[src/design/alarm_beep_pattern_sequencer_assert.svh]
`ifndef ALARM_BEEP_PATTERN_SEQUENCER_ASSERT_SVH
`define ALARM_BEEP_PATTERN_SEQUENCER_ASSERT_SVH

// same-cycle implication, checked out of reset
`define ABPS_ASSERT_IMPLY(label, cond, cons, msg) \
    label: assert property (@(posedge clk) disable iff (!rst_n) (cond) |-> (cons)) \
        else $error(msg);

// next-cycle implication, checked out of reset
`define ABPS_ASSERT_NEXT(label, cond, cons, msg) \
    label: assert property (@(posedge clk) disable iff (!rst_n) (cond) |=> (cons)) \
        else $error(msg);

`endif

[src/design/abps_pkg.sv]
`default_nettype none

package abps_pkg;

    localparam int ROM_ROWS = 8;
    localparam int ROM_COLS = 16;

    localparam logic [1:0] OP_TICK  = 2'd0;
    localparam logic [1:0] OP_START = 2'd1;
    localparam logic [1:0] OP_STOP  = 2'd2;

    localparam logic [1:0] REG_ESCALATE = 2'd0;
    localparam logic [1:0] REG_TIMEOUT  = 2'd1;
    localparam logic [1:0] REG_LAST_REP = 2'd2;

    localparam logic [14:0] ESCALATE_RESET = 15'd3000;
    localparam logic [14:0] TIMEOUT_RESET  = 15'd24000;
    localparam logic [2:0]  LAST_REP_RESET = 3'd2;
    localparam logic [14:0] ELAPSED_MAX    = 15'h7fff;

    localparam logic [7:0] BEEP_ROM [ROM_ROWS][ROM_COLS] = '{
        '{8'd10, 8'd20, 8'd10, 8'd60, 8'd0, 8'd0, 8'd0, 8'd0,
          8'd0, 8'd0, 8'd0, 8'd0, 8'd0, 8'd0, 8'd0, 8'd0},
        '{8'd10, 8'd10, 8'd10, 8'd10, 8'd10, 8'd50, 8'd0, 8'd0,
          8'd0, 8'd0, 8'd0, 8'd0, 8'd0, 8'd0, 8'd0, 8'd0},
        '{8'd10, 8'd10, 8'd10, 8'd10, 8'd0, 8'd0, 8'd0, 8'd0,
          8'd0, 8'd0, 8'd0, 8'd0, 8'd0, 8'd0, 8'd0, 8'd0},
        '{8'd7, 8'd1, 8'd0, 8'd0, 8'd0, 8'd0, 8'd0, 8'd0,
          8'd0, 8'd0, 8'd0, 8'd0, 8'd0, 8'd0, 8'd0, 8'd0},
        '{8'd7, 8'd15, 8'd20, 8'd1, 8'd0, 8'd0, 8'd0, 8'd0,
          8'd0, 8'd0, 8'd0, 8'd0, 8'd0, 8'd0, 8'd0, 8'd0},
        '{8'd0, 8'd0, 8'd0, 8'd0, 8'd0, 8'd0, 8'd0, 8'd0,
          8'd0, 8'd0, 8'd0, 8'd0, 8'd0, 8'd0, 8'd0, 8'd0},
        '{8'd0, 8'd0, 8'd0, 8'd0, 8'd0, 8'd0, 8'd0, 8'd0,
          8'd0, 8'd0, 8'd0, 8'd0, 8'd0, 8'd0, 8'd0, 8'd0},
        '{8'd0, 8'd0, 8'd0, 8'd0, 8'd0, 8'd0, 8'd0, 8'd0,
          8'd0, 8'd0, 8'd0, 8'd0, 8'd0, 8'd0, 8'd0, 8'd0}
    };

    typedef struct packed {
        logic [1:0] operation;
        logic [2:0] pattern_index;
    } in_item_t;

    typedef struct packed {
        logic tone_on;
        logic active;
        logic finished;
    } out_item_t;

    typedef struct packed {
        logic [14:0] escalate_ticks;
        logic [14:0] timeout_ticks;
        logic [2:0]  last_repeating_pattern;
    } cfg_t;

endpackage

`default_nettype wire

[src/design/abps_cfg_regs.sv]
`default_nettype none

module abps_cfg_regs
    import abps_pkg::*;
(
    input  wire logic        clk,
    input  wire logic        rst_n,
    input  wire logic        cfg_wr_en,
    input  wire logic [1:0]  cfg_index,
    input  wire logic [14:0] cfg_data,
    output cfg_t             cfg
);

    logic [14:0] escalate_reg;
    logic [14:0] timeout_reg;
    logic [2:0]  last_rep_reg;

    always_ff @(posedge clk or negedge rst_n)
    begin
        if (!rst_n)
        begin
            escalate_reg <= ESCALATE_RESET;
            timeout_reg  <= TIMEOUT_RESET;
            last_rep_reg <= LAST_REP_RESET;
        end
        else if (cfg_wr_en)
        begin
            unique case (cfg_index)
                REG_ESCALATE: escalate_reg <= cfg_data;
                REG_TIMEOUT:  timeout_reg  <= cfg_data;
                REG_LAST_REP: last_rep_reg <= cfg_data[2:0];
                default:
                begin
                end
            endcase
        end
    end

    assign cfg.escalate_ticks         = escalate_reg;
    assign cfg.timeout_ticks          = timeout_reg;
    assign cfg.last_repeating_pattern = last_rep_reg;

endmodule

`default_nettype wire

[src/design/abps_seq_core.sv]
`default_nettype none

module abps_seq_core
    import abps_pkg::*;
#(
    parameter int NUM_PATTERNS      = 5,
    parameter int SLOTS_PER_PATTERN = 10
)
(
    input  wire logic     clk,
    input  wire logic     rst_n,
    input  wire cfg_t     cfg,
    input  wire logic     fire,
    input  wire in_item_t item,
    output out_item_t     result
);

    localparam logic [3:0] NUM_P = 4'(NUM_PATTERNS);
    localparam logic [4:0] SLOTS = 5'(SLOTS_PER_PATTERN);

    logic        running_reg, running_next;
    logic [2:0]  level_reg, level_next;
    logic [3:0]  slot_reg, slot_next;
    logic [7:0]  remaining_reg, remaining_next;
    logic [14:0] elapsed_reg, elapsed_next;
    logic        tone_reg, tone_next;

    logic [14:0] elapsed_inc;
    logic [7:0]  rem_dec;
    logic [7:0]  rom_cur;
    logic [3:0]  slot_eff;
    logic [3:0]  slot_inc;
    logic [2:0]  start_level;
    logic [2:0]  level_up;
    logic        fin;

    function automatic logic [7:0] rom_at(input logic [2:0] lv, input logic [3:0] sl);
        logic [7:0] val;
        val = 8'd0;
        if (({1'b0, lv} < NUM_P) && ({1'b0, sl} < SLOTS))
        begin
            val = BEEP_ROM[lv][sl];
        end
        return val;
    endfunction

    assign elapsed_inc = (elapsed_reg == ELAPSED_MAX) ? elapsed_reg : elapsed_reg + 15'd1;
    assign rem_dec     = remaining_reg - 8'd1;
    assign rom_cur     = rom_at(level_reg, slot_reg);
    assign level_up    = level_reg + 3'd1;
    assign start_level = ({1'b0, item.pattern_index} >= NUM_P) ? 3'(NUM_P - 4'd1)
                                                               : item.pattern_index;
    assign slot_inc    = slot_eff + 4'd1;

    always_comb
    begin
        running_next   = running_reg;
        level_next     = level_reg;
        slot_next      = slot_reg;
        remaining_next = remaining_reg;
        elapsed_next   = elapsed_reg;
        tone_next      = tone_reg;
        fin            = 1'b0;
        slot_eff       = slot_reg;

        unique case (item.operation)
            OP_TICK:
            begin
                if (running_reg)
                begin
                    elapsed_next = elapsed_inc;
                    if (elapsed_inc >= cfg.timeout_ticks)
                    begin
                        running_next = 1'b0;
                        tone_next    = 1'b0;
                        fin          = 1'b1;
                    end
                    else if ((elapsed_inc >= cfg.escalate_ticks)
                             && (level_reg < cfg.last_repeating_pattern)
                             && (({1'b0, level_reg} + 4'd1) < NUM_P))
                    begin
                        level_next     = level_up;
                        elapsed_next   = '0;
                        remaining_next = rom_at(level_up, 4'd0);
                        slot_next      = 4'd1;
                        tone_next      = 1'b1;
                    end
                    else if ((remaining_reg != 8'd0) && (rem_dec != 8'd0))
                    begin
                        remaining_next = rem_dec;
                    end
                    else if ((rom_cur == 8'd0) && (level_reg > cfg.last_repeating_pattern))
                    begin
                        remaining_next = 8'd0;
                        running_next   = 1'b0;
                        tone_next      = 1'b0;
                        fin            = 1'b1;
                    end
                    else
                    begin
                        if (rom_cur == 8'd0)
                        begin
                            slot_eff = 4'd0;
                        end
                        remaining_next = rom_at(level_reg, slot_eff);
                        slot_next      = slot_inc;
                        tone_next      = slot_inc[0];
                    end
                end
            end
            OP_START:
            begin
                level_next     = start_level;
                elapsed_next   = '0;
                remaining_next = rom_at(start_level, 4'd0);
                slot_next      = 4'd1;
                tone_next      = 1'b1;
                running_next   = 1'b1;
            end
            OP_STOP:
            begin
                running_next = 1'b0;
                tone_next    = 1'b0;
            end
            default:
            begin
            end
        endcase
    end

    assign result.tone_on  = tone_next;
    assign result.active   = running_next;
    assign result.finished = fin;

    always_ff @(posedge clk or negedge rst_n)
    begin
        if (!rst_n)
        begin
            running_reg   <= 1'b0;
            level_reg     <= '0;
            slot_reg      <= '0;
            remaining_reg <= '0;
            elapsed_reg   <= '0;
            tone_reg      <= 1'b0;
        end
        else if (fire)
        begin
            running_reg   <= running_next;
            level_reg     <= level_next;
            slot_reg      <= slot_next;
            remaining_reg <= remaining_next;
            elapsed_reg   <= elapsed_next;
            tone_reg      <= tone_next;
        end
    end

endmodule

`default_nettype wire

[src/design/alarm_beep_pattern_sequencer.sv]
`default_nettype none

`include "alarm_beep_pattern_sequencer_assert.svh"

// Buzzer pattern sequencer. Send a start item to play a pattern, tick items every 10 ms to
// advance it, and a stop item to silence it; every item returns one result with the tone
// state, whether the sequencer is still running, and a finished flag on the tick where the
// pattern ended or the timeout expired. One item is taken per clock while the input is not
// stalled: it lands in an input register, the state update and the pattern ROM lookup run
// as it advances from there, and the result is registered in an output register, where it
// is held until it is taken while the output side is not stalled. The state update bounds
// the rate. Write configuration only while no items are in flight.
module alarm_beep_pattern_sequencer
    import abps_pkg::*;
#(
    parameter int NUM_PATTERNS      = 5,
    parameter int SLOTS_PER_PATTERN = 10
)
(
    input  wire logic        clk,
    input  wire logic        rst_n,
    input  wire logic        cfg_wr_en,
    input  wire logic [1:0]  cfg_index,
    input  wire logic [14:0] cfg_data,
    input  wire logic        in_valid,
    output logic             in_stall,
    input  wire in_item_t    in_item,
    output logic             out_valid,
    input  wire logic        out_stall,
    output out_item_t        out_item
);

    cfg_t      cfg;
    out_item_t result;

    logic      in_vld_reg, in_vld_next;
    in_item_t  in_item_reg;
    logic      out_vld_reg, out_vld_next;
    out_item_t out_item_reg;
    logic      advance;
    logic      in_take;

    abps_cfg_regs u_cfg (
        .clk       (clk),
        .rst_n     (rst_n),
        .cfg_wr_en (cfg_wr_en),
        .cfg_index (cfg_index),
        .cfg_data  (cfg_data),
        .cfg       (cfg)
    );

    abps_seq_core #(
        .NUM_PATTERNS      (NUM_PATTERNS),
        .SLOTS_PER_PATTERN (SLOTS_PER_PATTERN)
    ) u_core (
        .clk    (clk),
        .rst_n  (rst_n),
        .cfg    (cfg),
        .fire   (advance),
        .item   (in_item_reg),
        .result (result)
    );

    assign advance  = in_vld_reg && (!out_vld_reg || !out_stall);
    assign in_stall = in_vld_reg && !advance;
    assign in_take  = in_valid && !in_stall;

    always_comb
    begin
        in_vld_next = in_vld_reg;
        if (in_take)
        begin
            in_vld_next = 1'b1;
        end
        else if (advance)
        begin
            in_vld_next = 1'b0;
        end

        out_vld_next = out_vld_reg;
        if (advance)
        begin
            out_vld_next = 1'b1;
        end
        else if (!out_stall)
        begin
            out_vld_next = 1'b0;
        end
    end

    always_ff @(posedge clk or negedge rst_n)
    begin
        if (!rst_n)
        begin
            in_vld_reg  <= 1'b0;
            out_vld_reg <= 1'b0;
        end
        else
        begin
            in_vld_reg  <= in_vld_next;
            out_vld_reg <= out_vld_next;
        end
    end

    // hold payload while stalled
    always_ff @(posedge clk)
    begin
        if (in_take)
        begin
            in_item_reg <= in_item;
        end
        if (advance)
        begin
            out_item_reg <= result;
        end
    end

    assign out_valid = out_vld_reg;
    assign out_item  = out_item_reg;

    `ABPS_ASSERT_IMPLY(a_tone_needs_active, out_vld_reg && out_item_reg.tone_on, out_item_reg.active, "tone on while idle")
    `ABPS_ASSERT_IMPLY(a_finish_stops, out_vld_reg && out_item_reg.finished, !out_item_reg.active && !out_item_reg.tone_on, "finished while still running")
    `ABPS_ASSERT_NEXT(a_advance_fills_out, advance, out_vld_reg, "processed item lost")
    `ABPS_ASSERT_IMPLY(a_stall_needs_item, in_stall, in_vld_reg && out_vld_reg, "input stalled without cause")

endmodule

`default_nettype wire

[config.mk]
export PLATFORM = sky130hd
export DESIGN_NAME = alarm_beep_pattern_sequencer
export DESIGN_NICKNAME = d
export VERILOG_FILES = /design/src/design/abps_pkg.sv /design/src/design/abps_cfg_regs.sv /design/src/design/abps_seq_core.sv /design/src/design/alarm_beep_pattern_sequencer.sv
export VERILOG_INCLUDE_DIRS = /design/src /design/src/design
export SDC_FILE = /design/constraint.sdc
export NUM_CORES = 1
export LEC_CHECK = 0
export BUFFER_PORTS_ARGS = -buffer_cell sky130_fd_sc_hd__buf_2
export CELL_PAD_IN_SITES_DETAIL_PLACEMENT = 0
export CELL_PAD_IN_SITES_GLOBAL_PLACEMENT = 2
export CORE_ASPECT_RATIO = 1.4
export CORE_UTILIZATION = 42
export DETAILED_ROUTE_END_ITERATION = 8
export PLACE_DENSITY_LB_ADDON = 0.12
export SLEW_MARGIN = 20
export SYNTH_ARGS = -nofsm -noshare
export SYNTH_HDL_FRONTEND = slang
export SYNTH_HIERARCHICAL = 1
export SYNTH_SLANG_ARGS = --single-unit
export TNS_END_PERCENT = 1
[constraint.sdc]
create_clock -name clk -period 9.4 [get_ports clk]
set_clock_uncertainty 0.15 [all_clocks]
set_input_delay 1.88 -clock clk [delete_from_list [all_inputs] [get_ports clk]]
set_output_delay 1.88 -clock clk [all_outputs]
set_load 0.01 [all_outputs]
==> results by group, run 1 <==
Run status
  – Outcome: finished, final reports clean

Place
  – Placed Cells: roughly 680
  – Gpl congestion: 0.8342
  – I/O Buffers: 31
  – Hpwl dp: approximately 9100 um

Setup path
  – Most used cell, CP: ha_1
  – Reg2reg end: u_core/slot_reg[2]
  – Worst Path Required: between 9000 and 10000 ps
  – Reg2reg setup slack: between 4000 and 5000 ps
  – R2R cell count: 19
  – CP max stage cell: o41ai_4
  – Launch point of the worst reg-to-reg path: u_core/elapsed_reg[0]
  – Max FO, Critical Path: 12
  – CP max stage delay: 670 ps
  – CP startpoint kind: register
  – Cells along the critical path: ha_1 -> and4_1 -> nand4_1 -> and4_1 -> and3_1 -> xnor2_1 -> inv_1 -> ha_1 -> a211oi_1 -> o21bai_1 -> a21oi_1 -> nor2_1 -> o41ai_4 -> a21oi_1 -> ha_1 -> nor3b_1 -> a22o_1 -> nor3b_1 -> o21ai_1
  – CP endpoint kind: register
  – Worst Path Arrival: 5200 ps
  – Crit path kind: reg2reg

Global routing
  – GRT Total Usage: 21.58%
  – Largest net degree at the start of global routing: approximately 70
  – Initial antenna violation count: 0
  – Overflow after GRT: 0
  – First-pass GRT wire length: ~20000 um
  – Vias in the first global route: roughly 4000

Timing
  – Tmin final: 5137 ps
  – Slew Limit Fails: 0
  – Worst-margin pin slew: 945.6 ps
  – Slew HR: roughly 37%
  – Fmax: 0.1947 GHz
  – Setup TNS: 0 ps
  – RSZ-0062 raised after global routing: false
  – Fraction of the cycle the final worst path needs: 54.65%
  – Setup violation total in the final timing report: 0
  – Final hold vios: 0

Die
  – # rows: 46
  – Die height: 130.7 um
  – Ports: 32
  – Initial Util: 43.38%
  – Die ar.: 12280 um^2
  – Die Width: roughly 94 um
  – CORE AREA: 11450 um^2

Worst hold path
  – Cells on Worst Hold Path: 1
  – Hold path endpoint: out_valid
  – Worst min path class: reg2reg
  – Hold_sp: in_vld_reg

Logic synthesis
  – Post-Syn Instances: 520
  – FF+latch count, synth: 75
  – Net Count, Synth: 589
  – Synth warn: 6
  – Netlist cell types: 71
  – Seq/Total Area, Yosys: roughly two fifths
  – Ys flop type: dfrtp_1
  – Async set-or-reset flop fraction in the synthesized netlist: 89.33%
  – Post-synth EDFFs: 8
  – Post-Syn Area: 4969 um^2
  – Mean Syn Cell Area: 9.555 um^2

Cells and area
  – Share of layout cells above drive strength 1: 20.04%
  – Antenna diode instance count: 0
  – Area Growth Syn to Fin: 11.84%
  – Final std cells w/o fill: 698
  – Nets@finish: 618

Flow run
  – Max_cap viols: 0

Clock tree
  – CTS Buffer Depth: 2
  – CTS sink cnt: 75
  – Clk_lat worst skew: around 330 ps
  – CTS clock-pin slew for the worst setup and hold paths: 60 ps
  – Cts repair resizes: 0
  – CTS tree: built
  – TritonCTS buffer count: 9
  – Postcts setup bufs: 0
  – Root buf cell: clkbuf_16
  – H-tree Lvls: 3
  – CTS Hold Bufs: 0

Route
  – Router iterations before antenna repair: 4
  – Initial DRC count: 133
  – Wire per inst: 17.38 um
  – Via density: 5.486
  – Final wirelength: 12130 um
  – Antenna viol nets, final: 0
  – Vias after detailed routing: 3829
  – Drt drc: 0

Power
  – Power per cell area: ~240 nW/um^2
  – VDD IR max: 0.0001426 V
  – Pleak: 2.613 nW
==> cell type report <==
cell class | count | area [um^2]
multi-input combinational | 373 | 2723
sequential | 75 | 1936
inverter | 56 | 210.2
clock buffer | 12 | 257.7
timing repair buffer | 34 | 177.7
tap | 144 | 180.2
fill | 1135 | 5897
clock inverter | 4 | 72.57
==> synth_stat cells (all sizes together), types with 5 or more instances <==
library cell   n  share of area (%)
a211oi         8                1.3
a21oi         24                2.4
a31oi         10                1.4
and2           6               0.76
and3           7               0.88
buf           10                1.4
clkbuf         6               0.65
dfrtp         52                 26
dfstp         15                7.9
edfxtp         8                4.8
ha            42                 11
inv           56                4.2
mux2          33                7.5
nand2         45                3.4
nand2b        10                1.3
nand3          9                1.0
nand4         10                1.3
nor2          34                2.6
nor2b          5               0.63
nor3b          9                1.6
o21ai         40                4.1
xnor2          9                1.6
xor2           5               0.88
==> logic make-up (layout without fill, tap and decap cells) <==
kind of cell / count (synthesis) / after routing / share of synthesized area (%)
AOI/OAI and AO/OA: 127 / 127 / 17.55
muxes: 34 / 34 / 7.681
buffers and inverters: 72 / 106 / 6.245
and+or+nand+nor: 156 / 156 / 16.52
adders and majority gates: 42 / 42 / 10.58
xor gates and xnor gates: 14 / 14 / 2.468
DFF: 75 / 75 / 38.96
==> how the worst max path moves through the flow <==
stage                                     start                  to  slack (ps)
after detailed placement  u_core/elapsed_reg[7]  u_core/slot_reg[2]        4280
after CTS                 u_core/elapsed_reg[4]  u_core/slot_reg[2]        4220
after floorplan           u_core/elapsed_reg[7]  u_core/slot_reg[2]        5250
after global placement    u_core/elapsed_reg[7]  u_core/slot_reg[2]        4400
final                     u_core/elapsed_reg[0]  u_core/slot_reg[2]        4260
after global routing      u_core/elapsed_reg[0]  u_core/slot_reg[2]        3880
==> metrics by stage <==
step                      total power, mW  util, %  worst slack [ps]  instance area, um^2  hold WS (ps)
after floorplan                    0.8024        -              5247                 4969         316.7
after global placement             0.9216    45.63              4395                 5226         323.2
after detailed placement           0.9331    45.63              4275                 5226         338.4
after CTS                           1.324    48.51              4223                 5557         352.1
after global routing                1.403    48.51              3880                 5557         361.4
final                               1.310    48.51              4263                 5557         346.8
==> power by group <==
part,internal [mW],leakage [nW],switching [mW]
clock network,0.248,0.158,0.134
logic,0.189,1.58,0.264
registers,0.396,0.880,0.0792
total,0.833,2.61,0.477
==> layer usage <==
metal	up-vias	share of wire (%)	global-route usage [%]
li1	1923	-	-
met1	1848	42	24.95
met2	40	54	39.76
met3	18	2.1	2.894
met4	0	2.4	8.778
met5	-	0	0
==> layout by cell type, fill, tap and decap left out, types with 3 or more instances in the layout <==
master,Yosys,layout
inv_1,56,56
dfrtp_1,52,52
nand2_1,45,45
ha_1,42,42
o21ai_0,37,37
nor2_1,34,34
mux2_2,33,33
buf_2,3,31
a21oi_1,24,24
dfstp_2,15,15
nand2b_1,10,10
clkbuf_16,0,10
nand4_1,10,10
a31oi_1,9,9
xnor2_1,9,9
edfxtp_1,8,8
nand3_1,8,8
nor3b_1,8,8
and3_1,7,7
a211oi_1,7,7
and2_1,6,6
xor2_1,5,5
nor2b_1,5,5
a21boi_0,4,4
or3_1,4,4
o21a_1,4,4
nor3_1,4,4
buf_4,5,3
nand3b_1,3,3
and4_1,3,3
o31ai_1,3,3
o22ai_1,3,3
a21o_1,3,3
o2bb2ai_1,3,3
==> worst max-delay path, delay by kind of cell, from the launching register on <==
kind / cells / cell delay [ps]
and+or+nand+nor: 7 / 1850
AOI/OAI and AO/OA: 7 / 1630
adders and majority gates: 3 / 680
DFF: 1 / 430
xor gates and xnor gates: 1 / 180
buffers and inverters: 1 / 90
No activity file was read; power rests on OpenSTA's default activity.
==> inputs of run 2 (changes only) <==
--- a/config.mk
+++ b/config.mk
@@ -10,7 +10,7 @@
 export CELL_PAD_IN_SITES_DETAIL_PLACEMENT = 0
 export CELL_PAD_IN_SITES_GLOBAL_PLACEMENT = 2
 export CORE_ASPECT_RATIO = 1.4
-export CORE_UTILIZATION = 42
+export CORE_UTILIZATION = 39
 export DETAILED_ROUTE_END_ITERATION = 8
 export PLACE_DENSITY_LB_ADDON = 0.12
 export SLEW_MARGIN = 20
==> constraint.sdc (replaced) <==
create_clock -name clk -period 4.9 [get_ports clk]
set_clock_uncertainty 0.15 [all_clocks]
set_input_delay 0.98 -clock clk [delete_from_list [all_inputs] [get_ports clk]]
set_output_delay 0.98 -clock clk [all_outputs]
set_load 0.01 [all_outputs]
==> results by group, run 2 (synthesized netlist as in run 1, its figures left out) <==
Setup path
  – Worst Path Arrival: 4610 ps
  – Crit path buf inv count: 1
  – Worst Path Required: between 4000 and 5000 ps
  – CP max stage cell: dfrtp_1
  – Cells along the critical path: and3_1 -> and2_1 -> and3_1 -> nand4_1 -> and4_1 -> and2_1 -> xnor2_1 -> inv_1 -> ha_1 -> a21oi_1 -> nor2_1 -> a211oi_2 -> o211ai_1 -> nor4_4 -> a21oi_1 -> ha_1 -> nor3b_1 -> a22o_1 -> nor3b_1 -> o21ai_1
  – R2R cell count: 20
  – CP max stage delay: 420 ps
  – Reg2reg setup slack: around 350 ps
  – Max FO, Critical Path: 6
  – Reg2reg end: u_core/slot_reg[2]
  – Critical path's top delay family: simple AND/OR/NAND/NOR gates
  – Launch point of the worst reg-to-reg path: u_core/elapsed_reg[7]
  – CP endpoint kind: register
  – CP startpoint kind: register
  – Crit path kind: reg2reg

Power
  – Clk pwr share: between 20% and 30%
  – Power per cell area: 432.9 nW/um^2
  – Pleak: 2.625 nW
  – Sequential fraction of design power: 37.8%
  – VDD IR max: ~0.00024 V
  – Overall Power: 2.414 mW
  – Switching fraction of total power: 38.08%
  – Net Sw Power: 0.9192 mW
  – Combinational Power Share: 35.9%
  – Internal: between 1 and 1.5 mW

Timing
  – Worst-margin pin slew: 1017 ps
  – Tmin final: 4551 ps
  – Setup violation total in the final timing report: 0
  – Setup TNS: 0 ps
  – Hold Slack: 349.5 ps
  – Slew HR: 31.74%
  – Final hold vios: 0
  – Fraction of the cycle the final worst path needs: roughly 93%
  – Fmax: 0.2198 GHz
  – RSZ-0062 raised after global routing: false
  – Slew Limit Fails: 0
  – Worst Setup Slack, final: 349.5 ps

Cells and area
  – Commonest non-fill, non-tap cell in the layout: inv_1
  – Area of the multi-input gates: 2736 um^2
  – Seq. cell area: about 1900 um^2
  – Antenna diode instance count: 0
  – Area Growth Syn to Fin: 12.21%
  – Fill cells: 1255
  – Final instance area: 5575 um^2
  – Share of layout cells above drive strength 1: 21.29%
  – Nets@finish: 623
  – Commonest non-fill, non-tap cells in the layout: inv_1, dfrtp_1, nand2_1

Global routing
  – Largest net degree at the start of global routing: 47
  – Overflow after GRT: 0
  – Vias in the first global route: 4014
  – First-pass GRT wire length: a little over 20000 um
  – Initial antenna violation count: 0
  – GRT Total Usage: 19.79%

Place
  – I/O Buffers: 31
  – Gpl congestion: 0.8050
  – Pre-CTS WS: roughly 29 ps
  – Hpwl dp: 9425 um
  – Dpl cell area: 5264 um^2

Worst hold path
  – Hold_sp: in_vld_reg
  – Hold path endpoint: out_valid
  – Cells on Worst Hold Path: 1
  – Worst min path class: reg2reg

Clock tree
  – CTS Buffer Depth: 2
  – CTS tree: built
  – CTS clock-pin slew for the worst setup and hold paths: about 60 ps
  – CTS sink cnt: 75
  – H-tree Lvls: 3
  – Root buf cell: clkbuf_16
  – CTS Hold Bufs: 0
  – TritonCTS buffer count: 9
  – Clk_lat worst skew: around 330 ps

Flow run
  – Max_cap viols: 0

Die
  – Die height: 135.6 um
  – Die ar.: 13200 um^2
  – CORE AREA: approximately 12000 um^2
  – Initial Util: 40.16%
  – # rows: 48
  – Die Width: about 97 um
  – Ports: 32

Route
  – Initial DRC count: 109
  – Antenna viol nets, final: 0
  – Via density: about 5.4
  – Vias after detailed routing: 3834
  – Final wirelength: 12230 um
  – Wire per inst: 17.25 um
  – Drt drc: 0
  – Router iterations before antenna repair: 4

Run status
  – Outcome: finished, final reports clean
[run 2: changes by cell type in the layout (fill, tap and decap cells not counted), moves of 2 or more]
cell and delta:
clkinv_2 +2, bufinv_16 -2, buf_4 +6, clkbuf_1 -2
[run 2: layout make-up]
type | count | area share [%]
flip-flops and latches | 75 | 34.72
inverters | 56 | 3.770
clock buffers | 10 | 4.488
multi-input cells | 373 | 49.08
well taps | 150 | 3.366
clock inverters | 6 | 0.6732
repair buffers | 39 | 3.905
[run 2: worst max-delay path by stage]
stage                     depth (start not counted)  slack [ps]                  to                   from
after CTS                                        19           6  u_core/slot_reg[2]  u_core/elapsed_reg[0]
after global routing                             20           6  u_core/slot_reg[2]  u_core/elapsed_reg[7]
after detailed placement                         19          30  u_core/slot_reg[2]  u_core/elapsed_reg[0]
after global placement                           20         170  u_core/slot_reg[2]  u_core/elapsed_reg[7]
final                                            20         350  u_core/slot_reg[2]  u_core/elapsed_reg[7]
after floorplan                                  20         750  u_core/slot_reg[2]  u_core/elapsed_reg[7]
[run 2: power groups by stage]
stage / Combinational (mW) / Sequential [mW] / Clock, mW
2_1_floorplan: 0.694 / 0.845 / 0
3_3_place_gp: 0.853 / 0.917 / 0
3_5_place_dp: 0.864 / 0.921 / 0
4_1_cts: 0.868 / 0.911 / 0.661
5_1_grt: 0.983 / 0.932 / 0.687
6_report: 0.866 / 0.912 / 0.636
[run 2: what timing repair did]
item	CTS	global route
setup endpoints to repair	0	1
endpoints found under the hold margin	0	0
buffers inserted	0	1
gates resized for setup	0	2
[run 2: layer usage]
metal / up-vias / GRT usage, % / wire length [um]
li1: 1926 / - / -
met1: 1869 / 22.92 / 5201
met2: 29 / 36.83 / 6721
met3: 10 / 2.941 / 163
met4: 0 / 7.026 / 140
met5: - / 0 / 0
[run 2: stage by stage]
| stage | utilization (%) | instances |
|---|---|---|
| CTS | 44.87 | 708 |
| detailed placement | 42.55 | 692 |
| global route | 45.06 | 709 |
| finish | 45.06 | 709 |
| floorplan | - | 520 |
| global placement | 42.55 | 692 |
